===== src/design/lottery_slot_scheduler_defines.svh =====
// assertion helpers used by the top-level scheduler file
`ifndef LOTTERY_SLOT_SCHEDULER_DEFINES_SVH
`define LOTTERY_SLOT_SCHEDULER_DEFINES_SVH

// whenever ante holds in a cycle, cons holds in the same cycle
`define LSS_ASSERT_HOLDS(label, clk, rst_n, ante, cons, msg) \
  label: assert property (@(posedge clk) disable iff (!rst_n) (ante) |-> (cons)) \
    else $error(msg);

// bad never holds at a clock edge
`define LSS_ASSERT_NEVER(label, clk, rst_n, bad, msg) \
  label: assert property (@(posedge clk) disable iff (!rst_n) !(bad)) \
    else $error(msg);

`endif


===== src/design/lss_pkg.sv =====
`timescale 1ns / 1ps

package lss_pkg;

  // request and result field widths
  localparam int unsigned OP_W     = 2;
  localparam int unsigned SLOT_W   = 6;
  localparam int unsigned TICKET_W = 8;
  localparam int unsigned GRANT_W  = 32;
  localparam int unsigned DRAW_W   = 15;
  localparam int unsigned LCG_W    = 32;

  // draw value sits in bits 30:16 of the generator state
  localparam int unsigned DRAW_LSB = 16;

  localparam logic [LCG_W-1:0] LCG_MUL = 32'd1103515245;
  localparam logic [LCG_W-1:0] LCG_ADD = 32'd12345;

  // operation codes
  localparam logic [OP_W-1:0] OP_SET   = 2'd0;
  localparam logic [OP_W-1:0] OP_CLEAR = 2'd1;
  localparam logic [OP_W-1:0] OP_DRAW  = 2'd2;

  typedef struct packed {
    logic slot_set;
    logic slot_clear;
    logic walk_start;
    logic walk_step;
    logic pick_mode;
    logic lcg_mul;
    logic lcg_add;
    logic div_step;
    logic grant_rd;
    logic grant_wr;
    logic result_load;
  } cmd_t;

  typedef struct packed {
    logic walk_end;
    logic hit;
    logic sum_zero;
    logic div_last;
  } status_t;

endpackage


===== src/design/lss_req_if.sv =====
`timescale 1ns / 1ps

interface lss_req_if import lss_pkg::*; ();
  logic                valid;
  logic                ready;
  logic [OP_W-1:0]     operation;
  logic [SLOT_W-1:0]   slot;
  logic                runnable;
  logic [TICKET_W-1:0] ticket_count;

  modport source (output valid, output operation, output slot, output runnable,
                  output ticket_count, input ready);
  modport sink (input valid, input operation, input slot, input runnable,
                input ticket_count, output ready);
endinterface


===== src/design/lss_rsp_if.sv =====
`timescale 1ns / 1ps

interface lss_rsp_if import lss_pkg::*; ();
  logic               valid;
  logic               ready;
  logic               found;
  logic [SLOT_W-1:0]  winner_slot;
  logic [GRANT_W-1:0] winner_grants;
  logic [DRAW_W-1:0]  draw_value;

  modport source (output valid, output found, output winner_slot, output winner_grants,
                  output draw_value, input ready);
  modport sink (input valid, input found, input winner_slot, input winner_grants,
                input draw_value, output ready);
endinterface


===== src/design/lss_ram.sv =====
`timescale 1ns / 1ps

module lss_ram #(
  parameter int unsigned WIDTH = 8,
  parameter int unsigned DEPTH = 64,
  localparam int unsigned ADDR_W = $clog2(DEPTH)
) (
  input  logic              clk_i,
  input  logic              we_i,
  input  logic [ADDR_W-1:0] waddr_i,
  input  logic [WIDTH-1:0]  wdata_i,
  input  logic              re_i,
  input  logic [ADDR_W-1:0] raddr_i,
  output logic [WIDTH-1:0]  rdata_o
);

  logic [WIDTH-1:0] mem_q [DEPTH];

  always_ff @(posedge clk_i) begin
    if (we_i) begin
      mem_q[waddr_i] <= wdata_i;
    end
    if (re_i) begin
      rdata_o <= mem_q[raddr_i];
    end
  end

endmodule


===== src/design/lss_ctrl.sv =====
`timescale 1ns / 1ps

module lss_ctrl import lss_pkg::*; (
  input  logic            clk_i,
  input  logic            rst_ni,
  input  logic            req_valid_i,
  input  logic [OP_W-1:0] req_op_i,
  output logic            req_ready_o,
  output logic            rsp_valid_o,
  input  logic            rsp_ready_i,
  output cmd_t            cmd_o,
  input  status_t         status_i
);

  localparam logic [3:0] S_IDLE     = 4'd0;
  localparam logic [3:0] S_SUM      = 4'd1;
  localparam logic [3:0] S_LCG_MUL  = 4'd2;
  localparam logic [3:0] S_LCG_ADD  = 4'd3;
  localparam logic [3:0] S_DIV      = 4'd4;
  localparam logic [3:0] S_PICK     = 4'd5;
  localparam logic [3:0] S_GRANT_WR = 4'd6;
  localparam logic [3:0] S_RESULT   = 4'd7;

  logic [3:0] state_q, state_d;
  logic       rsp_valid_q, rsp_valid_d;

  always_comb begin
    state_d     = state_q;
    rsp_valid_d = rsp_valid_q;
    cmd_o       = '0;
    req_ready_o = 1'b0;
    if (rsp_valid_q && rsp_ready_i) begin
      rsp_valid_d = 1'b0;
    end
    case (state_q)
      S_IDLE: begin
        req_ready_o = 1'b1;
        if (req_valid_i) begin
          case (req_op_i)
            OP_SET: begin
              cmd_o.slot_set = 1'b1;
            end
            OP_CLEAR: begin
              cmd_o.slot_clear = 1'b1;
            end
            OP_DRAW: begin
              cmd_o.walk_start = 1'b1;
              state_d          = S_SUM;
            end
            default: ;
          endcase
        end
      end
      S_SUM: begin
        cmd_o.walk_step = 1'b1;
        if (status_i.walk_end) begin
          state_d = S_LCG_MUL;
        end
      end
      S_LCG_MUL: begin
        if (status_i.sum_zero) begin
          state_d = S_RESULT;
        end else begin
          cmd_o.lcg_mul = 1'b1;
          state_d       = S_LCG_ADD;
        end
      end
      S_LCG_ADD: begin
        cmd_o.lcg_add = 1'b1;
        state_d       = S_DIV;
      end
      S_DIV: begin
        cmd_o.div_step = 1'b1;
        if (status_i.div_last) begin
          cmd_o.walk_start = 1'b1;
          cmd_o.pick_mode  = 1'b1;
          state_d          = S_PICK;
        end
      end
      S_PICK: begin
        cmd_o.pick_mode = 1'b1;
        if (status_i.hit) begin
          cmd_o.grant_rd = 1'b1;
          state_d        = S_GRANT_WR;
        end else begin
          cmd_o.walk_step = 1'b1;
        end
      end
      S_GRANT_WR: begin
        cmd_o.grant_wr = 1'b1;
        state_d        = S_RESULT;
      end
      S_RESULT: begin
        if (!rsp_valid_q || rsp_ready_i) begin
          cmd_o.result_load = 1'b1;
          rsp_valid_d       = 1'b1;
          state_d           = S_IDLE;
        end
      end
      default: begin
        state_d = S_IDLE;
      end
    endcase
  end

  always_ff @(posedge clk_i or negedge rst_ni) begin
    if (!rst_ni) begin
      state_q     <= S_IDLE;
      rsp_valid_q <= 1'b0;
    end else begin
      state_q     <= state_d;
      rsp_valid_q <= rsp_valid_d;
    end
  end

  assign rsp_valid_o = rsp_valid_q;

endmodule


===== src/design/lss_datapath.sv =====
`timescale 1ns / 1ps

module lss_datapath import lss_pkg::*; #(
  parameter int unsigned SLOT_COUNT  = 64,
  parameter int unsigned TICKET_BITS = 8
) (
  input  logic                clk_i,
  input  logic                rst_ni,
  input  cmd_t                cmd_i,
  output status_t             status_o,
  input  logic                cfg_we_i,
  input  logic [LCG_W-1:0]    cfg_data_i,
  input  logic [SLOT_W-1:0]   slot_i,
  input  logic                runnable_i,
  input  logic [TICKET_W-1:0] ticket_count_i,
  output logic                found_o,
  output logic [SLOT_W-1:0]   winner_slot_o,
  output logic [GRANT_W-1:0]  winner_grants_o,
  output logic [DRAW_W-1:0]   draw_value_o
);

  localparam int unsigned IDX_W = $clog2(SLOT_COUNT);
  localparam int unsigned CNT_W = $clog2(SLOT_COUNT + 1);
  localparam int unsigned SUM_W = TICKET_BITS + IDX_W;
  localparam int unsigned DCNT_W = $clog2(DRAW_W);

  // slot table control
  logic [SLOT_COUNT-1:0]  flag_q;
  logic [SLOT_COUNT-1:0]  gvalid_q;
  logic [IDX_W-1:0]       slot_idx;
  logic                   slot_ok;
  logic                   tick_we;
  logic [TICKET_BITS-1:0] tick_wdata;
  logic [TICKET_BITS-1:0] tick_rdata;

  // walk
  logic [CNT_W-1:0] idx_q;
  logic             pend_q;
  logic [IDX_W-1:0] pend_idx_q;
  logic             walk_end;
  logic [SUM_W-1:0] tick_ext;
  logic [SUM_W-1:0] sum_q;
  logic [SUM_W-1:0] running_q;
  logic [SUM_W-1:0] running_nx;
  logic             hit_q;
  logic [IDX_W-1:0] winner_q;

  // generator and modulo
  logic [LCG_W-1:0]  lcg_q;
  logic [LCG_W-1:0]  prod_q;
  logic [LCG_W-1:0]  lcg_nx;
  logic [DRAW_W-1:0] draw_q;
  logic [DRAW_W-1:0] dvd_q;
  logic [SUM_W-1:0]  rem_q;
  logic [SUM_W:0]    rem_try;
  logic [SUM_W:0]    rem_diff;
  logic [DCNT_W-1:0] dcnt_q;

  // grant counters
  logic [GRANT_W-1:0] grant_rdata;
  logic [GRANT_W-1:0] grant_nx;
  logic [GRANT_W-1:0] grant_q;

  assign slot_idx   = IDX_W'(slot_i);
  assign slot_ok    = 32'(slot_i) < 32'(SLOT_COUNT);
  assign tick_we    = (cmd_i.slot_set || cmd_i.slot_clear) && slot_ok;
  assign tick_wdata = cmd_i.slot_set ? ticket_count_i[TICKET_BITS-1:0] : TICKET_BITS'(1);

  lss_ram #(
    .WIDTH (TICKET_BITS),
    .DEPTH (SLOT_COUNT)
  ) u_tick_ram (
    .clk_i   (clk_i),
    .we_i    (tick_we),
    .waddr_i (slot_idx),
    .wdata_i (tick_wdata),
    .re_i    (cmd_i.walk_step),
    .raddr_i (idx_q[IDX_W-1:0]),
    .rdata_o (tick_rdata)
  );

  lss_ram #(
    .WIDTH (GRANT_W),
    .DEPTH (SLOT_COUNT)
  ) u_grant_ram (
    .clk_i   (clk_i),
    .we_i    (cmd_i.grant_wr),
    .waddr_i (winner_q),
    .wdata_i (grant_nx),
    .re_i    (cmd_i.grant_rd),
    .raddr_i (winner_q),
    .rdata_o (grant_rdata)
  );

  assign walk_end   = idx_q == CNT_W'(SLOT_COUNT);
  assign tick_ext   = pend_q ? SUM_W'(tick_rdata) : '0;
  assign running_nx = running_q + tick_ext;

  assign lcg_nx = prod_q + LCG_ADD;

  // one restoring step of the modulo
  assign rem_try  = {rem_q, dvd_q[DRAW_W-1]};
  assign rem_diff = rem_try - {1'b0, sum_q};

  // a counter never written since its slot was cleared reads as zero
  assign grant_nx = (gvalid_q[winner_q] ? grant_rdata : '0) + GRANT_W'(1);

  always_ff @(posedge clk_i or negedge rst_ni) begin
    if (!rst_ni) begin
      flag_q   <= '0;
      gvalid_q <= '0;
      idx_q    <= '0;
      pend_q   <= 1'b0;
      hit_q    <= 1'b0;
      sum_q    <= '0;
      lcg_q    <= LCG_W'(1);
      dcnt_q   <= '0;
    end else begin
      if (cmd_i.slot_set && slot_ok) begin
        flag_q[slot_idx] <= runnable_i;
      end
      if (cmd_i.slot_clear && slot_ok) begin
        flag_q[slot_idx]   <= 1'b0;
        gvalid_q[slot_idx] <= 1'b0;
      end
      if (cmd_i.grant_wr) begin
        gvalid_q[winner_q] <= 1'b1;
      end
      if (cfg_we_i) begin
        lcg_q <= cfg_data_i;
      end else if (cmd_i.lcg_add) begin
        lcg_q <= lcg_nx;
      end
      if (cmd_i.walk_start) begin
        idx_q  <= '0;
        pend_q <= 1'b0;
        hit_q  <= 1'b0;
        if (!cmd_i.pick_mode) begin
          sum_q <= '0;
        end
      end else if (cmd_i.walk_step) begin
        if (walk_end) begin
          pend_q <= 1'b0;
        end else begin
          idx_q  <= idx_q + CNT_W'(1);
          pend_q <= flag_q[idx_q[IDX_W-1:0]];
        end
        if (!cmd_i.pick_mode) begin
          sum_q <= sum_q + tick_ext;
        end else if (pend_q && (running_nx > rem_q)) begin
          hit_q <= 1'b1;
        end
      end
      if (cmd_i.lcg_add) begin
        dcnt_q <= '0;
      end else if (cmd_i.div_step) begin
        dcnt_q <= dcnt_q + DCNT_W'(1);
      end
    end
  end

  always_ff @(posedge clk_i) begin
    if (cmd_i.walk_start && cmd_i.pick_mode) begin
      running_q <= '0;
    end else if (cmd_i.walk_step && cmd_i.pick_mode) begin
      running_q <= running_nx;
      if (pend_q && (running_nx > rem_q)) begin
        winner_q <= pend_idx_q;
      end
    end
    if (cmd_i.walk_step && !walk_end) begin
      pend_idx_q <= idx_q[IDX_W-1:0];
    end
    if (cmd_i.lcg_mul) begin
      prod_q <= lcg_q * LCG_MUL;
    end
    if (cmd_i.lcg_add) begin
      draw_q <= lcg_nx[DRAW_LSB +: DRAW_W];
      dvd_q  <= lcg_nx[DRAW_LSB +: DRAW_W];
      rem_q  <= '0;
    end else if (cmd_i.div_step) begin
      dvd_q <= dvd_q << 1;
      rem_q <= rem_diff[SUM_W] ? rem_try[SUM_W-1:0] : rem_diff[SUM_W-1:0];
    end
    if (cmd_i.grant_wr) begin
      grant_q <= grant_nx;
    end
    if (cmd_i.result_load) begin
      found_o         <= hit_q;
      winner_slot_o   <= hit_q ? SLOT_W'(winner_q) : '0;
      winner_grants_o <= hit_q ? grant_q : '0;
      draw_value_o    <= hit_q ? draw_q : '0;
    end
  end

  assign status_o.walk_end = walk_end;
  assign status_o.hit      = hit_q;
  assign status_o.sum_zero = sum_q == '0;
  assign status_o.div_last = dcnt_q == DCNT_W'(DRAW_W - 1);

endmodule


===== src/design/lottery_slot_scheduler.sv =====
`timescale 1ns / 1ps
`include "lottery_slot_scheduler_defines.svh"

// Lottery arbiter over SLOT_COUNT slots, each with a runnable flag, a ticket
// count and a 32-bit grant counter. Requests come in on req_i: set slot
// (flag and tickets), clear slot (one ticket, not runnable, counter zeroed),
// and draw. Set, clear and unused codes give no result. A draw gives one
// result on rsp_o. It walks the ticket memory once to add up the runnable
// tickets; with no runnable tickets the result has found low and all other
// fields zero and the generator stays put. Otherwise the 32-bit generator
// steps (multiply, then add), bits 30:16 are reduced modulo the sum by a
// bit-serial divider, and a second walk of the ticket memory finds the
// winner, whose counter is read and then bumped before the result register
// loads. Both walks go over the single-read-port ticket memory. req_i is
// ready only between requests; a finished result sits in an output
// register, so the next request can be taken while it waits. Writing
// cfg_we_i loads cfg_data_i straight into the generator state (reset state
// is one); write it only while no draw is in flight. No clearing pass is
// needed after reset.
module lottery_slot_scheduler import lss_pkg::*; #(
  parameter int unsigned SLOT_COUNT  = 64,
  parameter int unsigned TICKET_BITS = 8
) (
  input  logic             clk_i,
  input  logic             rst_ni,
  lss_req_if.sink          req_i,
  lss_rsp_if.source        rsp_o,
  input  logic             cfg_we_i,
  input  logic [LCG_W-1:0] cfg_data_i
);

  cmd_t    cmd;
  status_t status;

  // sequencer: decodes requests and steps the datapath through a draw
  lss_ctrl u_ctrl (
    .clk_i       (clk_i),
    .rst_ni      (rst_ni),
    .req_valid_i (req_i.valid),
    .req_op_i    (req_i.operation),
    .req_ready_o (req_i.ready),
    .rsp_valid_o (rsp_o.valid),
    .rsp_ready_i (rsp_o.ready),
    .cmd_o       (cmd),
    .status_i    (status)
  );

  // slot tables, generator, modulo unit and result register
  lss_datapath #(
    .SLOT_COUNT  (SLOT_COUNT),
    .TICKET_BITS (TICKET_BITS)
  ) u_datapath (
    .clk_i           (clk_i),
    .rst_ni          (rst_ni),
    .cmd_i           (cmd),
    .status_o        (status),
    .cfg_we_i        (cfg_we_i),
    .cfg_data_i      (cfg_data_i),
    .slot_i          (req_i.slot),
    .runnable_i      (req_i.runnable),
    .ticket_count_i  (req_i.ticket_count),
    .found_o         (rsp_o.found),
    .winner_slot_o   (rsp_o.winner_slot),
    .winner_grants_o (rsp_o.winner_grants),
    .draw_value_o    (rsp_o.draw_value)
  );

  // a draw with no winner reports all fields zero
  `LSS_ASSERT_HOLDS(a_empty_result_zero, clk_i, rst_ni, rsp_o.valid && !rsp_o.found,
    rsp_o.winner_slot == '0 && rsp_o.winner_grants == '0 && rsp_o.draw_value == '0,
    "result without winner carries nonzero fields")

  // at most one datapath command other than walk_start and pick_mode is driven at a time
  `LSS_ASSERT_HOLDS(a_single_cmd, clk_i, rst_ni, 1'b1,
    $onehot0({cmd.slot_set, cmd.slot_clear, cmd.walk_step, cmd.lcg_mul, cmd.lcg_add,
              cmd.div_step, cmd.grant_rd, cmd.grant_wr, cmd.result_load}),
    "more than one datapath command at once")

  // a result is never loaded over one that has not been taken
  `LSS_ASSERT_HOLDS(a_load_when_free, clk_i, rst_ni, cmd.result_load,
    !rsp_o.valid || rsp_o.ready, "result register overwritten while still pending")

  // a winner can only be found when runnable tickets exist
  `LSS_ASSERT_NEVER(a_hit_needs_tickets, clk_i, rst_ni, status.hit && status.sum_zero,
    "winner found with zero ticket sum")

endmodule

===== src/flat_wrapper.sv =====
// flat-port wrapper written by rule: the top's interface ports become plain ports
module lottery_slot_scheduler_flat import lss_pkg::*;
#(
  parameter int unsigned SLOT_COUNT  = 64,
  parameter int unsigned TICKET_BITS = 8
)
  (clk_i, rst_ni, cfg_we_i, cfg_data_i, req_i_valid, req_i_operation, req_i_slot, req_i_runnable, req_i_ticket_count, req_i_ready, rsp_o_valid, rsp_o_found, rsp_o_winner_slot, rsp_o_winner_grants, rsp_o_draw_value, rsp_o_ready);
  lss_req_if req_i_i ();
  lss_rsp_if rsp_o_i ();
  input  logic clk_i;
  input  logic rst_ni;
  input  logic cfg_we_i;
  input  logic [LCG_W-1:0] cfg_data_i;
  input wire logic [$bits(req_i_i.valid)-1:0] req_i_valid;
  input wire logic [$bits(req_i_i.operation)-1:0] req_i_operation;
  input wire logic [$bits(req_i_i.slot)-1:0] req_i_slot;
  input wire logic [$bits(req_i_i.runnable)-1:0] req_i_runnable;
  input wire logic [$bits(req_i_i.ticket_count)-1:0] req_i_ticket_count;
  output wire logic [$bits(req_i_i.ready)-1:0] req_i_ready;
  output wire logic [$bits(rsp_o_i.valid)-1:0] rsp_o_valid;
  output wire logic [$bits(rsp_o_i.found)-1:0] rsp_o_found;
  output wire logic [$bits(rsp_o_i.winner_slot)-1:0] rsp_o_winner_slot;
  output wire logic [$bits(rsp_o_i.winner_grants)-1:0] rsp_o_winner_grants;
  output wire logic [$bits(rsp_o_i.draw_value)-1:0] rsp_o_draw_value;
  input wire logic [$bits(rsp_o_i.ready)-1:0] rsp_o_ready;
  assign req_i_i.valid = req_i_valid;
  assign req_i_i.operation = req_i_operation;
  assign req_i_i.slot = req_i_slot;
  assign req_i_i.runnable = req_i_runnable;
  assign req_i_i.ticket_count = req_i_ticket_count;
  assign req_i_ready = req_i_i.ready;
  assign rsp_o_valid = rsp_o_i.valid;
  assign rsp_o_found = rsp_o_i.found;
  assign rsp_o_winner_slot = rsp_o_i.winner_slot;
  assign rsp_o_winner_grants = rsp_o_i.winner_grants;
  assign rsp_o_draw_value = rsp_o_i.draw_value;
  assign rsp_o_i.ready = rsp_o_ready;
  lottery_slot_scheduler #(.SLOT_COUNT(SLOT_COUNT), .TICKET_BITS(TICKET_BITS)) u_core (.clk_i(clk_i), .rst_ni(rst_ni), .req_i(req_i_i), .rsp_o(rsp_o_i), .cfg_we_i(cfg_we_i), .cfg_data_i(cfg_data_i));
endmodule

===== config.mk =====
export PLATFORM = sky130hd
export DESIGN_NAME = lottery_slot_scheduler_flat
export DESIGN_NICKNAME = d
export VERILOG_FILES = /design/src/design/lss_pkg.sv /design/src/design/lss_req_if.sv /design/src/design/lss_rsp_if.sv /design/src/design/lss_ram.sv /design/src/design/lss_ctrl.sv /design/src/design/lss_datapath.sv /design/src/design/lottery_slot_scheduler.sv /design/src/flat_wrapper.sv
export VERILOG_INCLUDE_DIRS = /design/src /design/src/design
export SDC_FILE = /design/constraint.sdc
export NUM_CORES = 2
export LEC_CHECK = 0
export BUFFER_PORTS_ARGS = -buffer_cell sky130_fd_sc_hd__buf_4
export CORE_UTILIZATION = 30
export DETAILED_ROUTE_END_ITERATION = 10
export PLACE_DENSITY = 0.49
export REMOVE_ABC_BUFFERS = 1
export SLEW_MARGIN = 20
export SYNTH_ARGS = -nofsm -noshare
export SYNTH_HDL_FRONTEND = slang
export SYNTH_SLANG_ARGS = --single-unit

===== constraint.sdc =====
create_clock -name clk_i -period 7.8 [get_ports clk_i]
set_input_delay 0.78 -clock clk_i [delete_from_list [all_inputs] [get_ports clk_i]]
set_output_delay 0.78 -clock clk_i [all_outputs]
set_load 0.02 [all_outputs]

==> reports/metrics.cfg <==
[timing]
slew_headroom_pct=24.59
setup_viol=0
finalCriticalPeriod_ps=7107
fin_crit_sh_pct=91.12
worstMarginPinSlew_ps=1129
setup_tns_ps=0
maxSlewViolCount=0
holdWs_ps=97.50
final_hold_viol_count=0
fin_ws_ps=692.7
rsz0062_at_grt=no
fin_worst_skew_ps=95.46
max_freq_ghz=0.1407

[floorplan]
die_area_um2=403500
core_area_um2=399100
die_h_um=635.2
die_w_um=635.2
fp-row-count=232
io_pins=110
initial_core_util_pct=30.14

[route]
via_per_inst=5.276
drtIter0Drc=7116
wl_per_cell_um=28.79
wl_um=372800
drc_errors=0
dr.pass1.iters=5
ant_nets=0
vias=68320

[setup_path]
path_cells=ha_1, xor2_1, ha_1, a21oi_1, fa_1, fa_1, inv_1, fa_1, inv_1, fa_1, fa_1, fa_1, inv_1, ha_1, a2111oi_0, nand2_1, a311oi_2, o31ai_1, buf_4, a21oi_1, o31ai_1, a21oi_1, xnor2_1
crit_path_start_kind=flop
cp.required_ps=8430
cp_slowest_cell=a2111oi_0
crit_path_frequent_cell=fa_1
crit_path_max_fanout=6
crit_type=reg2reg
cp_data_arrival_time_ps=7740
endpoint_kind=flop
cpPeakStageDelay_ps=580

[logic_synthesis]
synth_top_family_by_area=compound AO/OA/AOI/OAI gates
synthesis.area_um2=120300
synth_compound_area_share_pct=10.47
synthAdderAreaFrac_pct=5.257
ys_ff_latch=2977
synth_area_per_cell_um2=16.76
synthCells=7175
synth_xor_area_share_pct=1.108
synth_edf_count=2759
yosys.area_share.simple_pct=3.562
synth_seq_area_share_pct=73.30
yosys_warnings=0
ys_types=75
async_flop_share_pct=6.382
synth_mux_area_share_pct=3.817
synthFlopType=edfxtp_1

[clock_tree]
path_clk_slew_ps=60
clock_latency_ps=980
clock-sinks=2977
cts_root_buf=clkbuf_16
cts_inserted_buffers=315
cts_resized=0
cts_max_path_buffers=4
post_cts_buffers=0
ctsHoldBuffers=1
htree_levels=5
cts_tree=built

[place]
gp_congestion=0.8558
dp_hpwl_um=219400
portBuffers=108
preCtsSetupSlack_ps=705.2

[power_and_ir_drop]
power.density_nw_per_um2=407.8
p_leak_nw=45.78
total_power_mw=56.64
ir_drop_uv=1575

[global_routing]
grt_first_pass_wirelength_um=527000
grt_remaining_overflow=0
track_usage_pct=17.98
grt_pass1_vias=69190
antenna_found_initial=23
grt_max_degree=95

[cells_and_area]
area_growth_pct=15.47
final_cell_mix=edfxtp_1, a22oi_1, inv_1
n_fill_cell=37630
final_common_cell=edfxtp_1
drive_above_1_share_pct=14.62
num-nets-final=7872

[run_status]
status=finished clean

[run]
timing.max_cap.violations=0

[hold_path]
hold_path_class=in2reg

-- per-stage QoR --
step / cells / area, um2 / util [%]
global route: 12940 / 138900 / 34.79
finish: 12950 / 138900 / 34.80
global placement: 12360 / 128700 / 32.24
CTS: 12940 / 138800 / 34.77
detailed placement: 12360 / 128700 / 32.25
floorplan: 6766 / 118500 / -
-- cell usage after synthesis, types with 7 or more instances --
| library cell | n | share of area, % |
|---|---|---|
| a211oi_1 | 10 | 0.062 |
| a21o_1 | 11 | 0.069 |
| a21oi_1 | 197 | 0.82 |
| a221oi_1 | 193 | 1.4 |
| a22o_1 | 193 | 1.4 |
| a22oi_1 | 649 | 4.1 |
| a31oi_1 | 143 | 0.74 |
| and2_1 | 77 | 0.40 |
| and3_1 | 19 | 0.099 |
| buf_1 | 60 | 0.19 |
| buf_2 | 87 | 0.36 |
| buf_4 | 10 | 0.062 |
| buf_6 | 7 | 0.066 |
| clkbuf_1 | 245 | 0.76 |
| dfrtp_1 | 189 | 3.9 |
| dfxtp_1 | 28 | 0.47 |
| edfxtp_1 | 2759 | 69 |
| fa_1 | 179 | 3.0 |
| ha_1 | 219 | 2.3 |
| inv_1 | 336 | 1.0 |
| mux2i_1 | 21 | 0.17 |
| mux4_2 | 193 | 3.6 |
| nand2_1 | 168 | 0.52 |
| nand2b_1 | 16 | 0.083 |
| nand3_1 | 102 | 0.42 |
| nand3b_1 | 8 | 0.050 |
| nand4_1 | 107 | 0.56 |
| nor2_1 | 303 | 0.95 |
| nor2b_1 | 19 | 0.099 |
| nor3_1 | 17 | 0.071 |
| nor4_1 | 12 | 0.062 |
| o21a_1 | 15 | 0.094 |
| o21ai_0 | 313 | 1.3 |
| o22ai_1 | 14 | 0.073 |
| o31ai_1 | 20 | 0.12 |
| or3_1 | 12 | 0.062 |
| xnor2_1 | 101 | 0.74 |
| xor2_1 | 48 | 0.35 |
-- logic make-up (layout without fill, tap and decap cells) --
logic type,after synthesis,after routing
XOR/XNOR,150,150
multiplexers,217,217
flip-flops,2977,2977
buffers and inverters,745,1247
other,0,7
adder cells (fa/ha/maj),398,398
AO/OA/AOI/OAI,1801,1801
AND/OR/NAND/NOR,887,887
-- path summary, 6_finish.rpt --
kind | from | endpoint | slack (ps) | cells past startpoint
max in group asynchronous | rst_ni | u_core.u_datapath.gvalid_q[44] | 5850 | 3
min in group asynchronous | rst_ni | u_core.u_datapath.lcg_q[13] | 480 | 2
worst min register to register | u_core.u_datapath.pend_idx_q[1] | u_core.u_datapath.winner_q[1] | 420 | 0
worst max-delay path | u_core.u_datapath.lcg_q[6] | u_core.u_datapath.prod_q[30] | 690 | 23
worst min-delay path | cfg_data_i[30] | u_core.u_datapath.lcg_q[30] | 100 | 3
worst max register to register | u_core.u_datapath.lcg_q[6] | u_core.u_datapath.prod_q[30] | 690 | 23
-- routing by layer --
layer  global-route usage, %  part of all wire, %  up-vias
met1                   24.92                   43    36240
met2                   29.17                   47     2598
met4                   5.421                  3.1        6
li1                        -                    -    29020
met5                       0               0.0091        -
met3                   2.679                  7.2      457
-- critical path, delay by kind of cell (launching register included) --
kind,cells,cell delay (ps)
AO/OA/AOI/OAI,7,1770
flip-flops,1,430
AND/OR/NAND/NOR,1,140
XOR/XNOR,2,300
buffers and inverters,4,330
adder cells (fa/ha/maj),9,3860
-- registers in the layout, summed over array words and instances, names as in the netlist, 31 cells and up --
register,count
u_core.u_datapath.u_grant_ram.rdata_o,32
u_core.u_datapath.u_tick_ram.mem_q,512
u_core.u_datapath.gvalid_q,64
u_core.u_datapath.winner_grants_o,32
u_core.u_datapath.flag_q,64
u_core.u_datapath.prod_q,31
u_core.u_datapath.grant_q,32
u_core.u_datapath.lcg_q,31
u_core.u_datapath.u_grant_ram.mem_q,2048
-- report_power, final --
part	switching [mW]	internal [mW]
combinational	12.4	10.0
clock	6.44	8.37
sequential	0.542	18.9
-- area by class of cell --
| cell class | count | area [um2] | area share, % |
|---|---|---|---|
| sequential | 2977 | 88180 | 63.49 |
| antenna | 7 | 17.52 | 0.01261 |
| timing repair buffer | 337 | 2811 | 2.024 |
| multi-input combinational | 3453 | 29960 | 21.57 |
| inverter | 336 | 1261 | 0.9081 |
| clock inverter | 179 | 1789 | 1.288 |
| tap | 5265 | 6588 | 4.743 |
| clock buffer | 395 | 8274 | 5.958 |
No activity file was read; power rests on OpenSTA's default activity.
